==> src/rtl/core/lhist_pkg.sv <==
// ----------------------------------------------------------------------------
// lhist_pkg
// Shared constants, types and helper functions of the luminance histogram.
// ----------------------------------------------------------------------------
package lhist_pkg;

	localparam int BINS        = 256;
	localparam int COUNT_WIDTH = 32;
	localparam int BIN_W       = (BINS > 1) ? $clog2(BINS) : 1;

	localparam int CH_W    = 8;
	localparam int COEF_W  = 16;
	localparam int PROD_W  = CH_W + COEF_W;
	localparam int SUM_W   = PROD_W + 1;
	localparam int LUMA_W  = 8;
	localparam int SCALE_W = LUMA_W + 9;
	localparam int BSEL_W  = 10;
	localparam int IDX_W   = 8;
	localparam int IDXC_W  = IDX_W + 1;
	localparam int CMD_W   = 2;
	localparam int OUT_W   = 32;

	localparam int S_FIELDS_W = CMD_W + 3 * CH_W + IDX_W;
	localparam int S_DATA_W   = ((S_FIELDS_W + 7) / 8) * 8;
	localparam int M_DATA_W   = ((OUT_W + 7) / 8) * 8;

	localparam int FIFO_DEPTH = 4;
	localparam int FIFO_PTR_W = $clog2(FIFO_DEPTH);
	localparam int FIFO_CNT_W = FIFO_PTR_W + 1;

	localparam logic [COEF_W-1:0] W_RED   = 16'd13933;
	localparam logic [COEF_W-1:0] W_GREEN = 16'd46871;
	localparam logic [COEF_W-1:0] W_BLUE  = 16'd4732;

	localparam logic [63:0] OUT_MAX = 64'h0000_0000_FFFF_FFFF;

	localparam logic [CMD_W-1:0] CMD_ADD   = 2'd0;
	localparam logic [CMD_W-1:0] CMD_READ  = 2'd1;
	localparam logic [CMD_W-1:0] CMD_CLEAR = 2'd2;

	typedef enum logic [1:0] {
		OP_ADD,
		OP_READ,
		OP_READ_ZERO,
		OP_CLEAR
	} op_kind_t;

	typedef struct packed {
		op_kind_t          kind;
		logic [BIN_W-1:0]  bin;
	} q_entry_t;

	typedef struct packed {
		logic     valid;
		q_entry_t entry;
	} q_word_t;

	function automatic logic [BIN_W-1:0] bin_of(input logic [LUMA_W-1:0] lum);
		logic [SCALE_W-1:0] prod;
		logic [BSEL_W-1:0]  b;
		prod = SCALE_W'(lum) * SCALE_W'(BINS);
		b = BSEL_W'(prod >> LUMA_W);
		if (b >= BSEL_W'(BINS)) begin
			b = BSEL_W'(BINS - 1);
		end
		return BIN_W'(b);
	endfunction

	function automatic logic [OUT_W-1:0] out_sat(input logic [COUNT_WIDTH-1:0] c);
		logic [63:0] w;
		w = 64'(c);
		if (w > OUT_MAX) begin
			return '1;
		end
		return w[OUT_W-1:0];
	endfunction

endpackage

==> src/rtl/core/lhist_front.sv <==
// ----------------------------------------------------------------------------
// lhist_front
// Accepts command words, decodes them and computes the luma bin of a pixel.
// ----------------------------------------------------------------------------
module lhist_front (
	input  logic                             clk,
	input  logic                             arst_n,
	input  logic                             s_axis_tvalid,
	output logic                             s_axis_tready,
	// cmd, red, green, blue, bin_index
	input  logic [lhist_pkg::S_DATA_W-1:0]   s_axis_tdata,
	output lhist_pkg::q_word_t               push,
	input  logic                             q_full
);
	import lhist_pkg::*;

	logic [CMD_W-1:0]  cmd;
	logic [CH_W-1:0]   red;
	logic [CH_W-1:0]   green;
	logic [CH_W-1:0]   blue;
	logic [IDX_W-1:0]  bin_index;
	logic              accept;
	logic              take;
	op_kind_t          kind_in;

	logic              v_s1;
	op_kind_t          kind_s1;
	logic [BIN_W-1:0]  bin_s1;
	logic [PROD_W-1:0] prod_r_s1;
	logic [PROD_W-1:0] prod_g_s1;
	logic [PROD_W-1:0] prod_b_s1;

	logic [SUM_W-1:0]  sum;
	logic [LUMA_W-1:0] lum;

	assign cmd       = s_axis_tdata[CMD_W-1:0];
	assign red       = s_axis_tdata[CMD_W +: CH_W];
	assign green     = s_axis_tdata[CMD_W + CH_W +: CH_W];
	assign blue      = s_axis_tdata[CMD_W + 2 * CH_W +: CH_W];
	assign bin_index = s_axis_tdata[CMD_W + 3 * CH_W +: IDX_W];

	assign s_axis_tready = !v_s1 || !q_full;
	assign accept        = s_axis_tvalid && s_axis_tready;

	always_comb begin
		take    = 1'b1;
		kind_in = OP_ADD;
		case (cmd)
			CMD_ADD: begin
				kind_in = OP_ADD;
			end
			CMD_READ: begin
				kind_in = (IDXC_W'(bin_index) < IDXC_W'(BINS)) ? OP_READ : OP_READ_ZERO;
			end
			CMD_CLEAR: begin
				kind_in = OP_CLEAR;
			end
			default: begin
				take = 1'b0;
			end
		endcase
	end

	always_ff @(posedge clk or negedge arst_n) begin
		if (!arst_n) begin
			v_s1 <= 1'b0;
		end else if (accept && take) begin
			v_s1 <= 1'b1;
		end else if (push.valid) begin
			v_s1 <= 1'b0;
		end
	end

	always_ff @(posedge clk) begin
		if (accept && take) begin
			kind_s1   <= kind_in;
			bin_s1    <= BIN_W'(bin_index);
			prod_r_s1 <= PROD_W'(W_RED) * PROD_W'(red);
			prod_g_s1 <= PROD_W'(W_GREEN) * PROD_W'(green);
			prod_b_s1 <= PROD_W'(W_BLUE) * PROD_W'(blue);
		end
	end

	assign sum = SUM_W'(prod_r_s1) + SUM_W'(prod_g_s1) + SUM_W'(prod_b_s1);
	assign lum = sum[COEF_W +: LUMA_W];

	assign push.valid      = v_s1 && !q_full;
	assign push.entry.kind = kind_s1;
	assign push.entry.bin  = (kind_s1 == OP_ADD) ? bin_of(lum) : bin_s1;

endmodule

==> config.mk <==
export PLATFORM = sky130hd
export DESIGN_NAME = lhist_front
export DESIGN_NICKNAME = d
export VERILOG_FILES = /design/src/rtl/core/lhist_pkg.sv /design/src/rtl/core/lhist_front.sv
export SDC_FILE = /design/constraint.sdc
export NUM_CORES = 1
export LEC_CHECK = 0
export ABC_CLOCK_PERIOD_IN_PS = 5700
export BUFFER_PORTS_ARGS = -buffer_cell sky130_fd_sc_hd__buf_2
export CAP_MARGIN = 20
export CORE_UTILIZATION = 45
export DETAILED_ROUTE_END_ITERATION = 6
export PLACE_DENSITY_LB_ADDON = 0.05
export SKIP_CTS_REPAIR_TIMING = 1
export SLEW_MARGIN = 20
export SYNTH_ARGS = -nofsm -noshare
export SYNTH_HDL_FRONTEND = slang
export SYNTH_SLANG_ARGS = --single-unit
==> constraint.sdc <==
create_clock -name clk -period 5.7 [get_ports clk]
set_input_delay 0.285 -clock clk [delete_from_list [all_inputs] [get_ports clk]]
set_output_delay 0.285 -clock clk [all_outputs]
set_load 0.02 [all_outputs]
==> metrics.yaml, run 1 <==
yosys:
  netlist_area_mm2: 0.00939
  synth_seq_area_share_pct: 24.3
  synth_cells: 885
  synth_ff_type: "sky130_fd_sc_hd__edfxtp_1"
  synth-seq-cells: 76
  synth_area_per_cell_um2: 10.6
  synthesis.yosys.warnings: 0
  yosys-top-cells-area: "sky130_fd_sc_hd__ha_1, sky130_fd_sc_hd__edfxtp_1, sky130_fd_sc_hd__fa_1"
  ys_async_sr_fraction_pct: 1.32
  yosys.cell_count.top_type: "sky130_fd_sc_hd__inv_1"
  netlist.top_cell.by_area: "sky130_fd_sc_hd__ha_1"
  syn_nets: 1210
  synth_common_cells: "sky130_fd_sc_hd__inv_1, sky130_fd_sc_hd__ha_1, sky130_fd_sc_hd__fa_1, sky130_fd_sc_hd__edfxtp_1, sky130_fd_sc_hd__nor2_1"
  synth_cell_type_count: 60
  synth_top_area_share_pct: 24.1
  count_of_flip_flops_with_a_built_in_enable_after_synthesis: 75
setup_path:
  worstPathMaxFanout: 6
  worstRegToRegCells: 2
  cp_num_cells: 17
  worstSetupStartpoint: "s_axis_tdata[16]"
  timing.reg2reg.setup_slack_ns: 3.40
  critical-path-top-delay-family: "adder cells"
  cp-end-kind: "register"
  crit_path_end: "prod_g_s1[23]"
  worstReg2RegStart: "v_s1"
  critical_path_required_ns: 5.85
  worst_path_cell_chain: "buf_2 > inv_1 > ha_1 > inv_1 > fa_1 > inv_1 > fa_1 > fa_1 > inv_1 > ha_1 > inv_1 > o21bai_1 > a21o_1 > inv_1 > and4_4 > or2_4 > o311ai_1"
  signal_arrival_time_at_the_worst_endpoint_ns: 4.33
  setup.worst_path.class: "input port to register"
  path_buf_inv: 7
  timing.critical_path.slowest_cell_delay_ns: 0.55
  crit_path_top_delay_cell: "sky130_fd_sc_hd__fa_1"
  start_kind: "input port"
  worstReg2RegEnd: "prod_b_s1[6]"
  critical_path.most_common_cell: "sky130_fd_sc_hd__inv_1"
place:
  gp_congestion: 0.888
  port_buffer_count: 49
  dp_hpwl_um: 16300
cells_and_area:
  insertedDiodeCount: 0
  finish.utilization_pct: 50.4
  drive_gt1_share_pct: 8.35
  fin_nets: 1266
  area_growth_syn_to_layout_pct: 9.27
  num-fill-cells: 1882
grt:
  first_global_vias: 6569
  met1_usage_pct: 27.0
  grt_pass1_wl_um: 32400
  grt_remaining_overflow: 0
  use_met2_pct: 30.6
  grt_max_degree: 44
  grt_antenna_before_repair: 0
  grt.total_usage_pct: 19.4
  gr-max-usage-layer: "met2"
  gr_layer_usage_met3_pct: 3.13
pwr:
  report.power.total_mw: 4.97
  vdd.ir_drop.worst_mv: 0.217
  total_leakage_power_nw: 4.94
  p_per_area_mw_per_mm2: 485
sta:
  final_period_utilization_pct: 73.4
  transition_time_of_the_tightest_slew_check_pin_ns: 1.04
  clock-skew-final_ns: 0.0124
  max_slew_margin_pct: 30.7
  finalHoldViolations: 0
  final.min_clock_period_ns: 4.18
  fmax_mhz: 239
  unrepaired_setup_endpoints_after_global_routing: "no"
  final.setup.tns_ns: 0
  slew_violations: 0
  timing.final.setup_violations: 0
min_path:
  min_path_type: "input port to register"
clocking:
  tritoncts: "done"
  ctsHtreeMaxLevel: 3
  clkSlewWorstSetupHoldPaths_ns: 0.06
  num_cts_buffers: 9
  number_of_sinks_on_the_clock_net: 76
  max-clock-path-buffers: 2
  clock_insertion_delay_worst_skew_ns: 0.34
  clockRootBuffer: "sky130_fd_sc_hd__clkbuf_16"
drt:
  drt_iter0_drc: 154
  finalWirelength_um: 19100
  detail_route.drc_violations: 0
  drt_pre_antenna_iters: 4
  final_antenna_net_count: 0
  detailed_route_via_count: 6261
  via_per_inst: 5.15
  route.detailed.wl_per_inst_um: 15.7
die:
  core_region_area_mm2: 0.0204
  boundaryPins: 56
  initial_standard_cell_utilization_of_the_core_pct: 46.1
  die-width_um: 146
  die_h_um: 146
  floorplan.rows: 52
  floorplan.die_area_mm2: 0.0214
run:
  cap_viol_max_count: 0
status:
  status: "complete, no violations"
==> cell type report <==
type | instances | area (um2) | share of cell area (%)
multi-input cells | 619 | 6410 | 62.5
flip-flops and latches | 76 | 2280 | 22.2
clock buffers | 13 | 240 | 2.34
clock inverters | 3 | 40.0 | 0.390
inverters | 184 | 691 | 6.74
well taps | 270 | 338 | 3.29
repair buffers | 51 | 263 | 2.56
==> flip-flops by register name, summed over array words and instances, names as in the netlist <==
| name | cells |
|---|---|
| bin_s1 | 8 |
| v_s1 | 1 |
| prod_r_s1 | 22 |
| prod_g_s1 | 24 |
| prod_b_s1 | 19 |
| kind_s1 | 2 |
==> worst min-delay path by stage <==
stage | start | end | slack, ns | cells past startpoint
detailed placement | arst_n | v_s1 | 0.06 | 1
finish | s_axis_tdata[33] | bin_s1[7] | 0.12 | 1
global route | s_axis_tdata[33] | bin_s1[7] | 0.11 | 1
CTS | arst_n | v_s1 | -0.31 | 1
global placement | arst_n | v_s1 | 0.06 | 1
floorplan | arst_n | v_s1 | -0.01 | 0
==> power by group <==
part / internal [mW] / switching (mW)
sequential: 0.927 / 0.0977
combinational: 1.47 / 1.92
clock: 0.338 / 0.213
==> cells in the final DEF, fill, tap and decap left out, drive strengths merged, types with 3 or more instances in the layout <==
cell and n:
edfxtp 75, a211oi 3, nor3 9, clkbuf 13, xnor2 31, nand4 6
inv 184, nor4 4, o21bai 5, nand2 34, and3 4, nand3b 5
or2 5, o211ai 5, a31oi 5, nor2b 11, o21ai 33, nand2b 6
or3 5, xor2 13, a21o 8, fa 100, and4 3, ha 181
a311oi 4, o21a 10, a21oi 38, nor2 46, nand3 9, o311ai 6
buf 50
==> logic make-up (layout without fill, tap and decap cells) <==
logic type	Yosys count	count (layout)	synth area share [%]
AOI/OAI and AO/OA	142	142	10.4
xor gates and xnor gates	44	44	4.11
and+or+nand+nor	151	151	8.03
adders and majority gates	281	281	45.5
DFF	76	76	24.3
buffers and inverters	190	251	7.60
muxes	1	1	0.107
==> per-stage QoR <==
stage                     hold WS, ns  std cells  setup WS [ns]  area [um2]
after global placement         0.0593       1199           1.20        9960
final                           0.121       1216           1.52       10300
after global routing            0.108       1216           1.27       10300
after detailed placement       0.0613       1199           1.14        9960
after floorplan               -0.0106        885          0.912        9390
after CTS                      -0.306       1215           1.50       10200
==> routing by layer <==
layer | share of wire [%] | vias to the layer above
met5 | 0 | -
met4 | 2.9 | 0
met2 | 45 | 73
li1 | - | 3138
met1 | 50 | 3025
met3 | 2.2 | 25
Note: power is estimated with default switching activity, not from simulation.
==> run 2: changes to the inputs <==
Settings changed: ABC_AREA set to 1, ABC_CLOCK_PERIOD_IN_PS 5700 to 3500.
Clock period 5.7 ns to 3.5 ns, I/O delays scaled along.
==> metrics.yaml, run 2 <==
min_path:
  min_path_type: "input port to register"
yosys:
  netlist.top_cell.by_area: "sky130_fd_sc_hd__ha_1"
  synthesis.yosys.warnings: 0
  synth-seq-cells: 76
  synth_area_per_cell_um2: 8.84
  synth_cells: 1154
  yosys-top-cells-area: "sky130_fd_sc_hd__ha_1, sky130_fd_sc_hd__edfxtp_1, sky130_fd_sc_hd__fa_1"
  synth_ff_type: "sky130_fd_sc_hd__edfxtp_1"
  synth_cell_type_count: 36
  count_of_flip_flops_with_a_built_in_enable_after_synthesis: 75
  syn_nets: 1479
  synth_top_area_share_pct: 22.2
  yosys.cell_count.top_type: "sky130_fd_sc_hd__inv_1"
  ys_async_sr_fraction_pct: 1.32
  synth_seq_area_share_pct: 22.3
  netlist_area_mm2: 0.0102
  synth_common_cells: "sky130_fd_sc_hd__inv_1, sky130_fd_sc_hd__nand2_1, sky130_fd_sc_hd__ha_1, sky130_fd_sc_hd__fa_1, sky130_fd_sc_hd__edfxtp_1"
drt:
  detailed_route_via_count: 8054
  route.detailed.wl_per_inst_um: 15.1
  drt_iter0_drc: 391
  via_per_inst: 4.89
  detail_route.drc_violations: 2
  drt_pre_antenna_iters: 7
  finalWirelength_um: 24800
  final_antenna_net_count: 0
setup_path:
  start_kind: "input port"
  crit_path_top_delay_cell: "sky130_fd_sc_hd__fa_1"
  signal_arrival_time_at_the_worst_endpoint_ns: 3.45
  cp-end-kind: "register"
  setup.worst_path.class: "input port to register"
  worstPathMaxFanout: 3
  worst_path_cell_chain: "buf_2 > fa_1 > inv_2 > fa_1 > fa_2 > inv_2 > fa_2 > ha_4 > a21oi_2 > o21ai_1 > nand2_1 > nand3_4 > a21oi_2 > xnor2_1"
  timing.critical_path.slowest_cell_delay_ns: 0.57
  critical_path_required_ns: 3.58
sta:
  slew_violations: 0
  transition_time_of_the_tightest_slew_check_pin_ns: 0.669
  final.min_clock_period_ns: 3.37
  timing.final.setup_violations: 0
  clock-skew-final_ns: 0.00811
  max_slew_margin_pct: 55.2
  final_period_utilization_pct: 96.4
  fmax_mhz: 296
  finalHoldViolations: 0
  worst_hold_slack_ns: 0.0139
cells_and_area:
  area_growth_syn_to_layout_pct: 22.5
  layout_top_registers: "prod_g_s1 (24), prod_r_s1 (22), prod_b_s1 (19)"
  final_cell_mix: "sky130_fd_sc_hd__inv_1, sky130_fd_sc_hd__nand2_1, sky130_fd_sc_hd__ha_1"
  finish.utilization_pct: 56.7
  final_common_cell: "sky130_fd_sc_hd__inv_1"
  largest_register_ff_count: 24
  fin_nets: 1687
  drive_gt1_share_pct: 20.0
  top_register: "prod_g_s1"
  insertedDiodeCount: 0
clocking:
  clockRootBuffer: "sky130_fd_sc_hd__clkbuf_16"
  clock_insertion_delay_worst_skew_ns: 0.34
  max-clock-path-buffers: 2
  ctsHtreeMaxLevel: 3
  num_cts_buffers: 9
  clkSlewWorstSetupHoldPaths_ns: 0.06
  tritoncts: "done"
  number_of_sinks_on_the_clock_net: 76
grt:
  gr-max-usage-layer: "met2"
  grt_max_degree: 76
  grt.total_usage_pct: 22.5
  met1_usage_pct: 31.7
  grt_remaining_overflow: 0
  first_global_vias: 8091
  gr_layer_usage_met3_pct: 2.87
  use_met2_pct: 37.3
  grt_pass1_wl_um: 40900
  grt_antenna_before_repair: 0
die:
  core_region_area_mm2: 0.0220
  floorplan.die_area_mm2: 0.0233
  initial_standard_cell_utilization_of_the_core_pct: 46.3
  boundaryPins: 56
  die_h_um: 153
  die-width_um: 153
  floorplan.rows: 54
place:
  gp_congestion: 0.936
  dp_hpwl_um: 21800
  port_buffer_count: 49
status:
  failing_checks: "DRC"
  status: "finished, violations left"
pwr:
  p_per_area_mw_per_mm2: 911
  vdd.ir_drop.worst_mv: 0.393
  report.power.total_mw: 11.4
  total_leakage_power_nw: 6.49
run:
  cap_viol_max_count: 0
-- run 2: changes by cell type after synthesis, moves of 16 or more --
cell                      change
sky130_fd_sc_hd__nand2_1    +176
sky130_fd_sc_hd__inv_1       +65
sky130_fd_sc_hd__nand3_1     +40
sky130_fd_sc_hd__a21oi_1     +38
sky130_fd_sc_hd__xnor2_1     -21
sky130_fd_sc_hd__nor2_1      +16
sky130_fd_sc_hd__xor2_1      +16
-- run 2: final timing paths --
path | slack (ns) | cells after the start | startpoint | end
max | 0.13 | 14 | s_axis_tdata[25] | prod_b_s1[19]
min | 0.01 | 1 | s_axis_tdata[27] | bin_s1[1]
max reg2reg | 2.07 | 4 | v_s1 | prod_g_s1[19]
min reg2reg | 0.53 | 2 | v_s1 | v_s1
max in group asynchronous | 3.27 | 2 | arst_n | v_s1
min in group asynchronous | 0.14 | 2 | arst_n | v_s1
-- run 2: metrics by stage --
stage / setup TNS, ns / std cells / cell area, um2 / setup WS [ns]
after floorplan: 0 / 1154 / 10200 / 0.00204
after global placement: -7.03 / 1624 / 11900 / -0.300
after detailed placement: -7.90 / 1624 / 11900 / -0.309
after CTS: 0 / 1640 / 12200 / 0.0527
after global routing: -0.0292 / 1647 / 12500 / -0.00926
final: 0 / 1647 / 12500 / 0.126
-- run 2: cell type report --
| cell class | instances | area [um2] |
|---|---|---|
| Multi-Input combinational cell | 827 | 7250 |
| Inverter | 251 | 942 |
| Sequential cell | 76 | 2280 |
| Clock buffer | 10 | 229 |
| Clock inverter | 6 | 65.1 |
| Tap cell | 280 | 350 |
| Fill cell | 2064 | 9530 |
| Timing Repair Buffer | 197 | 1380 |
-- run 2: power by group --
part / switching [mW] / internal (mW) / total, mW
registers: 0.218 / 1.52 / 1.74
clock network: 0.375 / 0.552 / 0.927
logic: 4.98 / 3.73 / 8.71
total: 5.57 / 5.80 / 11.4
-- run 2: logic make-up after synthesis --
kind of cell / count (synthesis) / share of synthesized area (%)
and+or+nand+nor: 360 / 14.8
DFF: 76 / 22.3
AOI/OAI and AO/OA: 147 / 8.45
adders and majority gates: 281 / 41.8
buffers and inverters: 251 / 9.24
xor gates and xnor gates: 39 / 3.35
-- run 2: layer usage --
| metal | vias to the layer above | share of wire [%] |
|---|---|---|
| met1 | 3749 | 49 |
| met3 | 19 | 3.6 |
| met2 | 129 | 47 |
| li1 | 4157 | - |
| met4 | 0 | 1.2 |
| met5 | - | 0 |
-- run 2: worst max-delay path: cells and delay by family --
family,cells,cell delay (ns)
adder cells (fa/ha/maj),5,2.36
AND/OR/NAND/NOR,2,0.21
buffers and inverters,3,0.22
AO/OA/AOI/OAI,3,0.39
XOR/XNOR,1,0.10
