## config.mk

```make
export PLATFORM = sky130hd
export DESIGN_NAME = lhist_fifo
export DESIGN_NICKNAME = d
export VERILOG_FILES = /design/src/rtl/core/lhist_pkg.sv /design/src/rtl/core/lhist_fifo.sv
export SDC_FILE = /design/constraint.sdc
export NUM_CORES = 1
export LEC_CHECK = 0
export ABC_CLOCK_PERIOD_IN_PS = 5000
export BUFFER_PORTS_ARGS = -buffer_cell sky130_fd_sc_hd__buf_2
export CAP_MARGIN = 20
export CORE_MARGIN = 2
export CORE_UTILIZATION = 45
export CTS_BUF_LIST = sky130_fd_sc_hd__clkbuf_8
export CTS_CLUSTER_SIZE = 28
export DETAILED_ROUTE_END_ITERATION = 7
export PLACE_DENSITY = 0.65
export SLEW_MARGIN = 0
export SYNTH_ARGS = -nofsm -noshare
export SYNTH_HDL_FRONTEND = slang
export SYNTH_SLANG_ARGS = --single-unit
```

## constraint.sdc

```tcl
create_clock -name clk -period 5 [get_ports clk]
set_input_delay 0.5 -clock clk [delete_from_list [all_inputs] [get_ports clk]]
set_output_delay 0.5 -clock clk [all_outputs]
set_load 0.02 [all_outputs]
```

## src/rtl/core/lhist_pkg.sv

```systemverilog
// ----------------------------------------------------------------------------
// lhist_pkg
// Shared constants, types and helper functions of the luminance histogram.
// ----------------------------------------------------------------------------
package lhist_pkg;

	localparam int BINS        = 256;
	localparam int COUNT_WIDTH = 32;
	localparam int BIN_W       = (BINS > 1) ? $clog2(BINS) : 1;

	localparam int CH_W    = 8;
	localparam int COEF_W  = 16;
	localparam int PROD_W  = CH_W + COEF_W;
	localparam int SUM_W   = PROD_W + 1;
	localparam int LUMA_W  = 8;
	localparam int SCALE_W = LUMA_W + 9;
	localparam int BSEL_W  = 10;
	localparam int IDX_W   = 8;
	localparam int IDXC_W  = IDX_W + 1;
	localparam int CMD_W   = 2;
	localparam int OUT_W   = 32;

	localparam int S_FIELDS_W = CMD_W + 3 * CH_W + IDX_W;
	localparam int S_DATA_W   = ((S_FIELDS_W + 7) / 8) * 8;
	localparam int M_DATA_W   = ((OUT_W + 7) / 8) * 8;

	localparam int FIFO_DEPTH = 4;
	localparam int FIFO_PTR_W = $clog2(FIFO_DEPTH);
	localparam int FIFO_CNT_W = FIFO_PTR_W + 1;

	localparam logic [COEF_W-1:0] W_RED   = 16'd13933;
	localparam logic [COEF_W-1:0] W_GREEN = 16'd46871;
	localparam logic [COEF_W-1:0] W_BLUE  = 16'd4732;

	localparam logic [63:0] OUT_MAX = 64'h0000_0000_FFFF_FFFF;

	localparam logic [CMD_W-1:0] CMD_ADD   = 2'd0;
	localparam logic [CMD_W-1:0] CMD_READ  = 2'd1;
	localparam logic [CMD_W-1:0] CMD_CLEAR = 2'd2;

	typedef enum logic [1:0] {
		OP_ADD,
		OP_READ,
		OP_READ_ZERO,
		OP_CLEAR
	} op_kind_t;

	typedef struct packed {
		op_kind_t          kind;
		logic [BIN_W-1:0]  bin;
	} q_entry_t;

	typedef struct packed {
		logic     valid;
		q_entry_t entry;
	} q_word_t;

	function automatic logic [BIN_W-1:0] bin_of(input logic [LUMA_W-1:0] lum);
		logic [SCALE_W-1:0] prod;
		logic [BSEL_W-1:0]  b;
		prod = SCALE_W'(lum) * SCALE_W'(BINS);
		b = BSEL_W'(prod >> LUMA_W);
		if (b >= BSEL_W'(BINS)) begin
			b = BSEL_W'(BINS - 1);
		end
		return BIN_W'(b);
	endfunction

	function automatic logic [OUT_W-1:0] out_sat(input logic [COUNT_WIDTH-1:0] c);
		logic [63:0] w;
		w = 64'(c);
		if (w > OUT_MAX) begin
			return '1;
		end
		return w[OUT_W-1:0];
	endfunction

endpackage

```

## src/rtl/core/lhist_fifo.sv

```systemverilog
// ----------------------------------------------------------------------------
// lhist_fifo
// Short queue of decoded operations between the front and the back.
// ----------------------------------------------------------------------------
module lhist_fifo (
	input  logic               clk,
	input  logic               arst_n,
	input  lhist_pkg::q_word_t push,
	output logic               full,
	input  logic               pop,
	output lhist_pkg::q_word_t head
);
	import lhist_pkg::*;

	q_entry_t              mem_q [FIFO_DEPTH];
	logic [FIFO_PTR_W-1:0] wr_ptr_q;
	logic [FIFO_PTR_W-1:0] rd_ptr_q;
	logic [FIFO_CNT_W-1:0] cnt_q;
	logic                  do_pop;

	assign full       = (cnt_q == FIFO_CNT_W'(FIFO_DEPTH));
	assign head.valid = (cnt_q != '0);
	assign head.entry = mem_q[rd_ptr_q];
	assign do_pop     = pop && head.valid;

	always_ff @(posedge clk or negedge arst_n) begin
		if (!arst_n) begin
			wr_ptr_q <= '0;
			rd_ptr_q <= '0;
			cnt_q    <= '0;
		end else begin
			if (push.valid) begin
				wr_ptr_q <= wr_ptr_q + FIFO_PTR_W'(1);
			end
			if (do_pop) begin
				rd_ptr_q <= rd_ptr_q + FIFO_PTR_W'(1);
			end
			if (push.valid && !do_pop) begin
				cnt_q <= cnt_q + FIFO_CNT_W'(1);
			end else if (!push.valid && do_pop) begin
				cnt_q <= cnt_q - FIFO_CNT_W'(1);
			end
		end
	end

	always_ff @(posedge clk) begin
		if (push.valid) begin
			mem_q[wr_ptr_q] <= push.entry;
		end
	end

endmodule

```

==> flow_results.org, run 1 <==
** Clock tree
- Clock slew at the register clock pins of the worst setup and hold paths :: 80 ps
- The root buffer cell chosen for the clock tree is sky130_fd_sc_hd__clkbuf_8.
- For this design, the CTS-stage hold fixing added 0 buffers.
- Postcts setup bufs :: 0
- CTS tree :: built
- Counting the buffers created by CTS gives 5.
- Number of clock sinks seen by CTS :: 47
- After clock tree synthesis, the repair step resized 0 gates.
- Worst skew pair latency :: 290 ps
- In this run the deepest clock path goes through 2 buffers.
- CTS built an H-tree with a depth of 2.

** Worst setup path
- The critical path is of the flip-flop to output port type.
- Slack of the worst reg-to-reg path :: 2910 ps
- Kind of end point of the critical path :: output port
- In this run the critical register-to-register path is captured at cnt_q[2]$_DFFE_PN0P_.
- Critical R2R Launch :: cnt_q[0]$_DFFE_PN0P_
- FF-to-FF path depth :: 8
- Critical Path Fanout Max :: 12
- STA puts the critical path data arrival time at 1930 ps.
- The worst setup path is launched from a flip-flop.
- Crit path launch :: rd_ptr_q[0]$_DFFE_PN0P_
- STA puts the critical path data required time at 4500 ps.

** Yosys
- The number of nets handed over by synthesis was 106.
- Mapped Avg Cell Area :: 21.6 sq um
- Summed over all instances, the cell type with the most area after synthesis is sky130_fd_sc_hd__edfxtp_1.
- Post-synth top flop :: sky130_fd_sc_hd__edfxtp_1
- The synthesized design contains 40 enable-type register cells.
- Yosys mapped the design onto 20 distinct sky130hd cell types.
- Largest cells by area after synthesis :: sky130_fd_sc_hd__edfxtp_1 (65%), sky130_fd_sc_hd__mux4_2 (9.7%), sky130_fd_sc_hd__dfrtp_1 (9.4%)
- Proportion of synthesized flip-flops having asynchronous set or reset :: 0.149
- In the synthesized netlist, the cells that appear most often are sky130_fd_sc_hd__edfxtp_1 (40), sky130_fd_sc_hd__mux4_2 (8), sky130_fd_sc_hd__dfrtp_1 (7), sky130_fd_sc_hd__ha_1 (5), sky130_fd_sc_hd__and2_1 (4).
- In the synthesized netlist, the number of instances is 86.
- The synthesized netlist occupies a cell area of 1860 sq um.
- Seq cells post-synth :: 47
- Among all cell types in the netlist, the one instantiated most often is sky130_fd_sc_hd__edfxtp_1.
- For this run, the register share of the synthesized area comes to 0.742.
- During synthesis, Yosys emitted a total of 0 warnings.
- Fraction of post-synthesis cell area in the top cell type by area :: 0.647

** STA
- The count of final hold-check violations was 0.
- Worst max-slew margin expressed relative to the limit :: 0.498
- Peak clock frequency supported by timing :: 411 MHz
- For the pin with the worst max-slew slack, the measured transition is 753 ps.
- The tightest hold path in the finished design has a slack of 31.1 ps.
- Number of max-slew violations in the final report :: 0
- In the finished design, the share of the clock period the worst path needs comes to 0.487.
- Setup skew after layout :: 2.68 ps
- The worst path in the final design needs a cycle of 2430 ps, including I/O delays and setup.
- Setup violations remaining at the end of the flow were counted as 0.
- RSZ-0062 raised after global routing :: no
- Final total negative setup slack :: 0 ps

** Route
- Summing over every cut layer, the via total after detailed routing is 864.
- Post-DR wirelength/cell :: 16.2 um
- For this run, design rule violations remaining after detail routing come to 0.
- For this block, the initial DRC count from the detailed router was 45.
- For this run, the detailed router's first-pass iteration total came to 4.
- Detailed-route vias per instance :: 5.17
- Wire length after detailed routing :: 2.70 mm
- The detail route stage leaves a number of antenna-violating nets equal to 0.

** Pwr
- Across the VDD grid, the largest voltage drop is 353 uV.
- In this run the static leakage power is 0.783 nW.
- Cell Pwr Density :: 565 nW/um^2

** Die
- The die is 68.2 um wide.
- The floorplan step defined a die boundary enclosing 4650 sq um.
- After floorplanning, the core was sized to cover 3970 sq um.
- Initial cell density of the core :: 0.467
- Number of placement rows :: 23
- 26 I/O pins were placed.
- Overall die height :: 68.2 um

** Global routing
- Entering global routing, the biggest net connects 15 pins.
- Via count of the first global-routing pass :: 927
- Total global-route track usage :: 0.141
- First-pass GRT wire length :: 4.39 mm
- The number of antenna violations at the first check in global routing was 0.
- After global routing the overflow that remains totals 0.

** Layout
- After routing the design area is 2120 sq um.
- Number of antenna cells inserted :: 0
- Area Overhead vs Synth :: 14.2%
- For this run, the post-layout net count is 136.
- Share of post-route cells with drive strength above 1 :: 0.376
- After filler insertion, the fill cell instance count of the layout stands at 328.

** Hold path
- The worst hold path belongs to the class input port to asynchronous set/reset pin.

** Placed design
- Count of port buffers added during placement :: 25
- Global placement routability congestion :: 0.614
- Cell area reported after detailed placement :: 2030 sq um

** Flow run
- Number of maximum-capacitance violations :: 0

** Status
- Status :: completed
-- cells in the final DEF, fill, tap and decap left out --
master,count
sky130_fd_sc_hd__clkbuf_8,6
sky130_fd_sc_hd__clkinv_2,1
sky130_fd_sc_hd__nor3b_1,1
sky130_fd_sc_hd__buf_2,25
sky130_fd_sc_hd__mux4_2,8
sky130_fd_sc_hd__fa_1,1
sky130_fd_sc_hd__mux2_2,1
sky130_fd_sc_hd__nor2_1,1
sky130_fd_sc_hd__edfxtp_1,40
sky130_fd_sc_hd__dfrtp_1,7
sky130_fd_sc_hd__inv_1,4
sky130_fd_sc_hd__nand2_2,1
sky130_fd_sc_hd__mux4_1,2
sky130_fd_sc_hd__xnor2_1,3
sky130_fd_sc_hd__ha_1,5
sky130_fd_sc_hd__xor2_1,3
sky130_fd_sc_hd__o21ai_0,1
sky130_fd_sc_hd__and2_1,4
sky130_fd_sc_hd__nand3_2,1
sky130_fd_sc_hd__nand2_1,1
sky130_fd_sc_hd__or3_4,1
-- report_power, final --
group          total (mW)  leakage (nW)  internal (mW)  switching, mW
clock               0.222        0.0524          0.109          0.113
combinational       0.369         0.281          0.179          0.190
sequential          0.606         0.450          0.523         0.0827
-- worst max-delay path by stage --
stage                                       to  slack [ps]  depth (start not counted)
final                                  head[6]        2570                          2
after global routing                   head[6]        2450                          2
after CTS                              head[5]        2520                          2
after detailed placement               head[5]        2850                          2
after global placement                 head[6]        2870                          2
after floorplan           cnt_q[2]$_DFFE_PN0P_        2980                          8
-- final cells by class --
class | count | area (sq um) | area share
Multi-Input combinational cell | 34 | 452 | 0.213
Clock inverter | 2 | 8.76 | 0.00413
Clock buffer | 6 | 82.6 | 0.0390
Inverter | 3 | 11.3 | 0.00532
Tap cell | 50 | 62.6 | 0.0295
Sequential cell | 47 | 1380 | 0.650
Timing Repair Buffer | 25 | 125 | 0.0591
-- cells by family (layout without fill, tap and decap cells) --
logic type / count (synthesis) / in the layout / share of synthesized area
simple gates: 10 / 10 / 0.0364
buf+inv: 5 / 36 / 0.0148
compound gates: 1 / 1 / 0.00269
mux: 11 / 11 / 0.131
xor+xnor: 6 / 6 / 0.0283
fa+ha+maj: 6 / 6 / 0.0445
flops: 47 / 47 / 0.742
-- critical path: stages (launching register included) --
cell	delay [ps]
sky130_fd_sc_hd__dfrtp_1	840
sky130_fd_sc_hd__mux4_1	640
sky130_fd_sc_hd__buf_2	170
-- state kept, by name, summed over array words and instances (netlist names) --
name and count:
rd_ptr_q 2, cnt_q 3, mem_q 40, wr_ptr_q 2
-- stage by stage --
stage          power (mW)  std cells  setup WS, ps  utilization
2_1_floorplan       0.883         86          2980            -
3_3_place_gp        0.980        159          2870        0.510
3_5_place_dp        0.995        159          2850        0.510
4_1_cts              1.22        167          2520        0.533
5_1_grt              1.28        167          2450        0.533
6_report             1.20        167          2570        0.533
-- per-layer routing --
metal | up-vias | GRT usage | share of wire
met2 | 18 | 0.243 | 0.54
met1 | 447 | 0.152 | 0.40
met4 | 0 | 0.0750 | 0.014
met5 | - | 0 | 0
li1 | 393 | - | -
met3 | 6 | 0.0510 | 0.049
(Power assumes the default switching activity.)
==> run 2: changes to the inputs <==
Settings changed: ABC_AREA set to 1, ABC_CLOCK_PERIOD_IN_PS 5000 to 2000, PLACE_DENSITY 0.65 to 0.67.
Clock period 5 ns to 2 ns, I/O delays scaled along.
==> flow_results.org, run 2 <==
** Status
- Status :: completed

** Worst setup path
- Buffers plus inverters on the worst setup path :: 2
- Category of the worst setup path launch point :: flip-flop
- Critical Path Fanout Max :: 5
- Crit path max-delay family :: adder cells
- Delay of the slowest cell on the worst path :: 440 ps
- Cell with the biggest individual delay on the critical path :: sky130_fd_sc_hd__dfrtp_1
- Tracing the worst setup path back leads to its startpoint at cnt_q[0]$_DFFE_PN0P_.
- Critical setup path kind :: flip-flop to flip-flop
- Data on the critical path arrives at its endpoint at 1980 ps.
- The worst setup path is captured at a flip-flop.
- The signal on the critical path passes through nor2_1 -> nand2_1 -> nand2_1 -> ha_1 -> inv_1 -> fa_1 -> inv_1 -> nand2_1 -> nand4_1 -> nand2_1.
- In this run the critical register-to-register path is launched from cnt_q[0]$_DFFE_PN0P_.
- Critical path data required time :: 2200 ps
- Cell mode on critical path :: sky130_fd_sc_hd__nand2_1

** STA
- Setup skew after layout :: 9.12 ps
- Worst max-slew margin expressed relative to the limit :: 0.664
- Fin. Hold Viols :: 0
- Final clock period utilization by the worst path :: 0.886
- For the pin with the worst max-slew slack, the measured transition is 504 ps.
- Final Critical Period :: 1770 ps
- The max-slew violation total from the final report was 0.
- Setup repair after global routing left no endpoint under its margin.
- Endpoints failing setup :: 0
- Based on the critical path, the design can be clocked at up to 564 MHz.
- Setup slack on the critical path of the routed design comes to 227 ps.
- Final total negative setup slack :: 0 ps

** Yosys
- Of the synthesized area, sequential elements account for 0.674.
- The commonest cells after synthesis are sky130_fd_sc_hd__nand2_1 (50), sky130_fd_sc_hd__edfxtp_1 (40), sky130_fd_sc_hd__inv_1 (32), sky130_fd_sc_hd__o211ai_1 (19), sky130_fd_sc_hd__dfrtp_1 (7).
- Yosys printed 0 warnings.
- The share of synthesized area in the top cell type comes to 0.588.
- Number of nets produced by synthesis :: 192
- The netlist uses 21 different library cells.
- Leading area contributor after synthesis :: sky130_fd_sc_hd__edfxtp_1
- In the synthesized netlist the dominant register cell turns out to be sky130_fd_sc_hd__edfxtp_1.
- In this run, synthesis inferred 40 flip-flops with an integrated enable.
- For this run, asynchronously set or reset flops after synthesis account for 0.149.
- The synthesized design contains 47 register bits.
- Largest cells by area after synthesis :: sky130_fd_sc_hd__edfxtp_1 (59%), sky130_fd_sc_hd__nand2_1 (9.2%), sky130_fd_sc_hd__dfrtp_1 (8.6%)
- Most instantiated library cell after synthesis :: sky130_fd_sc_hd__nand2_1
- Each instance of the synthesized netlist takes up on average 11.9 sq um.
- Gate count of the mapped netlist :: 172
- Summed instance area of the synthesized netlist :: 2040 sq um

** Placed design
- At the end of routability-driven placement, the weighted congestion stood at 0.815.
- Post-placement worst setup slack :: 203 ps
- Count of port buffers added during placement :: 25
- Number of instances in the placed design :: 244
- Sum of net half-perimeters after detailed placement :: 2.09 mm

** Clock tree
- The clock reaches the later pin of the worst-skew pair after 300 ps.
- Number of clock sinks seen by CTS :: 47
- TritonCTS built the clock tree.
- No sink is reached through more buffers than the 2 on the longest clock path.
- Cts repair resizes :: 0
- H-tree Lvls :: 2
- The number of clock buffers added by TritonCTS is 5.
- Clock slew at the register clock pins of the worst setup and hold paths :: 90 ps
- Root cell of the clock tree :: sky130_fd_sc_hd__clkbuf_8

** Layout
- The top cell types in the final layout, fill and taps aside, are sky130_fd_sc_hd__nand2_1 (50), sky130_fd_sc_hd__edfxtp_1 (40), sky130_fd_sc_hd__inv_1 (32).
- Count of filler cells inserted in the layout :: 374
- Number of antenna cells inserted :: 0
- Number of standard cells in the layout, taps in and fillers out :: 253
- The register with the most flip-flops in the layout has 40 of them.
- mem_q holds more flip-flops than any other register.
- In the final layout, the registers with the most flip-flops are mem_q (40), cnt_q (3).
- Register cell area after layout :: 1380 sq um
- At the end of the flow, the number of nets in the layout was 220.
- Area of the multi-input gates :: 478 sq um
- Area Overhead vs Synth :: 13.6%
- Share of post-route cells with drive strength above 1 :: 0.184
- Most common library cell in the layout ignoring fill and taps :: sky130_fd_sc_hd__nand2_1

** Global routing
- In the global route stage, overall resource usage came out at 0.141.
- In the global route stage, met1 resource usage came out at 0.171.
- The layer flagged by global routing as most heavily used is met2.
- Pin count of the biggest net entering global routing :: 42
- Met3 capacity usage during global routing :: 0.0492
- Initial antenna violation count :: 0
- For met2 alone, demand over resource in global routing was 0.230.
- Via count of the first global-routing pass :: 1140
- First-pass GRT wire length :: 5.24 mm
- Global route total overflow :: 0

** Die
- Top-level port count :: 26
- Initial cell density of the core :: 0.469
- The floorplan step set the die width to 71.4 um.
- Row generation in the floorplan step produced 24 rows.
- Die Footprint :: 5100 sq um
- The die is 71.4 um tall.
- Core area :: 4350 sq um

** Route
- Residual antenna-violating net count after detailed routing :: 0
- Drt initial violations :: 89
- DRC :: 0
- Iteration count of the initial detailed-routing pass :: 4
- Summing over every cut layer, the via total after detailed routing is 1204.
- The final layout contains routed wiring with a total length of 3.23 mm.
- In the final routed layout, each cell accounts on average for 12.8 um.
- Detailed-route vias per instance :: 4.76

** Flow run
- Across the run, the number of max-cap violations was 0.

** Pwr
- VDD sags by at most 530 uV.
- For this design the ratio of total power to cell area is 1460 nW/um^2.
- Summed over all cells, the static leakage comes to 1.03 nW.

** Hold path
- Worst Min Path Start :: push[7]
- The worst hold path belongs to the class input port to flip-flop.
run 2: cell types whose count changed after synthesis, moves of 2 or more:
cell / delta
sky130_fd_sc_hd__xor2_1: -2
sky130_fd_sc_hd__o211ai_1: +19
sky130_fd_sc_hd__nand2_1: +49
sky130_fd_sc_hd__nand3_1: +3
sky130_fd_sc_hd__mux4_1: -2
sky130_fd_sc_hd__inv_1: +29
sky130_fd_sc_hd__and2_1: -4
sky130_fd_sc_hd__xnor2_1: -2
sky130_fd_sc_hd__mux4_2: -8
sky130_fd_sc_hd__buf_6: +2
run 2: kinds of logic (layout without fill, tap and decap cells):
kind of cell | Yosys count | in the layout | synth area share
compound gates | 21 | 21 | 0.0784
xor+xnor | 2 | 2 | 0.00857
fa+ha+maj | 6 | 6 | 0.0404
buf+inv | 40 | 69 | 0.0925
flops | 47 | 47 | 0.674
simple gates | 56 | 56 | 0.107
run 2: repair_timing:
action                    in CTS  in global routing
buffers inserted               0                  0
hold buffers                   1                  0
hold endpoints to repair       7                  0
run 2: metrics by stage:
stage / utilization / area (sq um) / total power [mW] / hold slack (ps)
2_1_floorplan: - / 2040 / 2.41 / -95.6
3_3_place_gp: 0.504 / 2200 / 2.71 / 48.1
3_5_place_dp: 0.504 / 2200 / 2.75 / 45.1
4_1_cts: 0.533 / 2320 / 3.45 / 101
5_1_grt: 0.533 / 2320 / 3.64 / 94.9
6_report: 0.533 / 2320 / 3.40 / 108
run 2: metal layers:
| layer | vias to the layer above | routed length (um) |
|---|---|---|
| met5 | - | 0 |
| met4 | 0 | 52 |
| met3 | 6 | 136 |
| met2 | 19 | 1580 |
| met1 | 554 | 1460 |
| li1 | 625 | - |
run 2: worst reg2reg max path, stage by stage, from the launching register on:
cell                      delay [ps]
sky130_fd_sc_hd__dfrtp_1         440
sky130_fd_sc_hd__nor2_1          120
sky130_fd_sc_hd__nand2_1         110
sky130_fd_sc_hd__nand2_1         110
sky130_fd_sc_hd__ha_1            180
sky130_fd_sc_hd__inv_1            70
sky130_fd_sc_hd__fa_1            380
sky130_fd_sc_hd__inv_1            70
sky130_fd_sc_hd__nand2_1          60
sky130_fd_sc_hd__nand4_1          80
sky130_fd_sc_hd__nand2_1          50
run 2: final cells by class:
class | count | area share
clock buffer | 5 | 0.0296
clock inverter | 3 | 0.0199
inverter | 33 | 0.0534
multi-input combinational | 85 | 0.206
sequential | 47 | 0.593
tap | 52 | 0.0280
timing repair buffer | 28 | 0.0701
run 2: where the power goes:
group	internal, mW	switching [mW]	total (mW)
Combinational	0.440	0.849	1.29
Sequential	1.31	0.0995	1.41
Clock	0.376	0.324	0.701
Total	2.12	1.27	3.40
run 2: final timing paths:
path / depth (start not counted) / slack, ps / to
max: 10 / 230 / cnt_q[2]$_DFFE_PN0P_
min: 1 / 110 / mem_q[1][7]$_DFFE_PP_
max reg2reg: 10 / 230 / cnt_q[2]$_DFFE_PN0P_
min reg2reg: 2 / 490 / cnt_q[2]$_DFFE_PN0P_
max in group asynchronous: 2 / 1570 / rd_ptr_q[1]$_DFFE_PN0P_
min in group asynchronous: 2 / 260 / cnt_q[1]$_DFFE_PN0P_
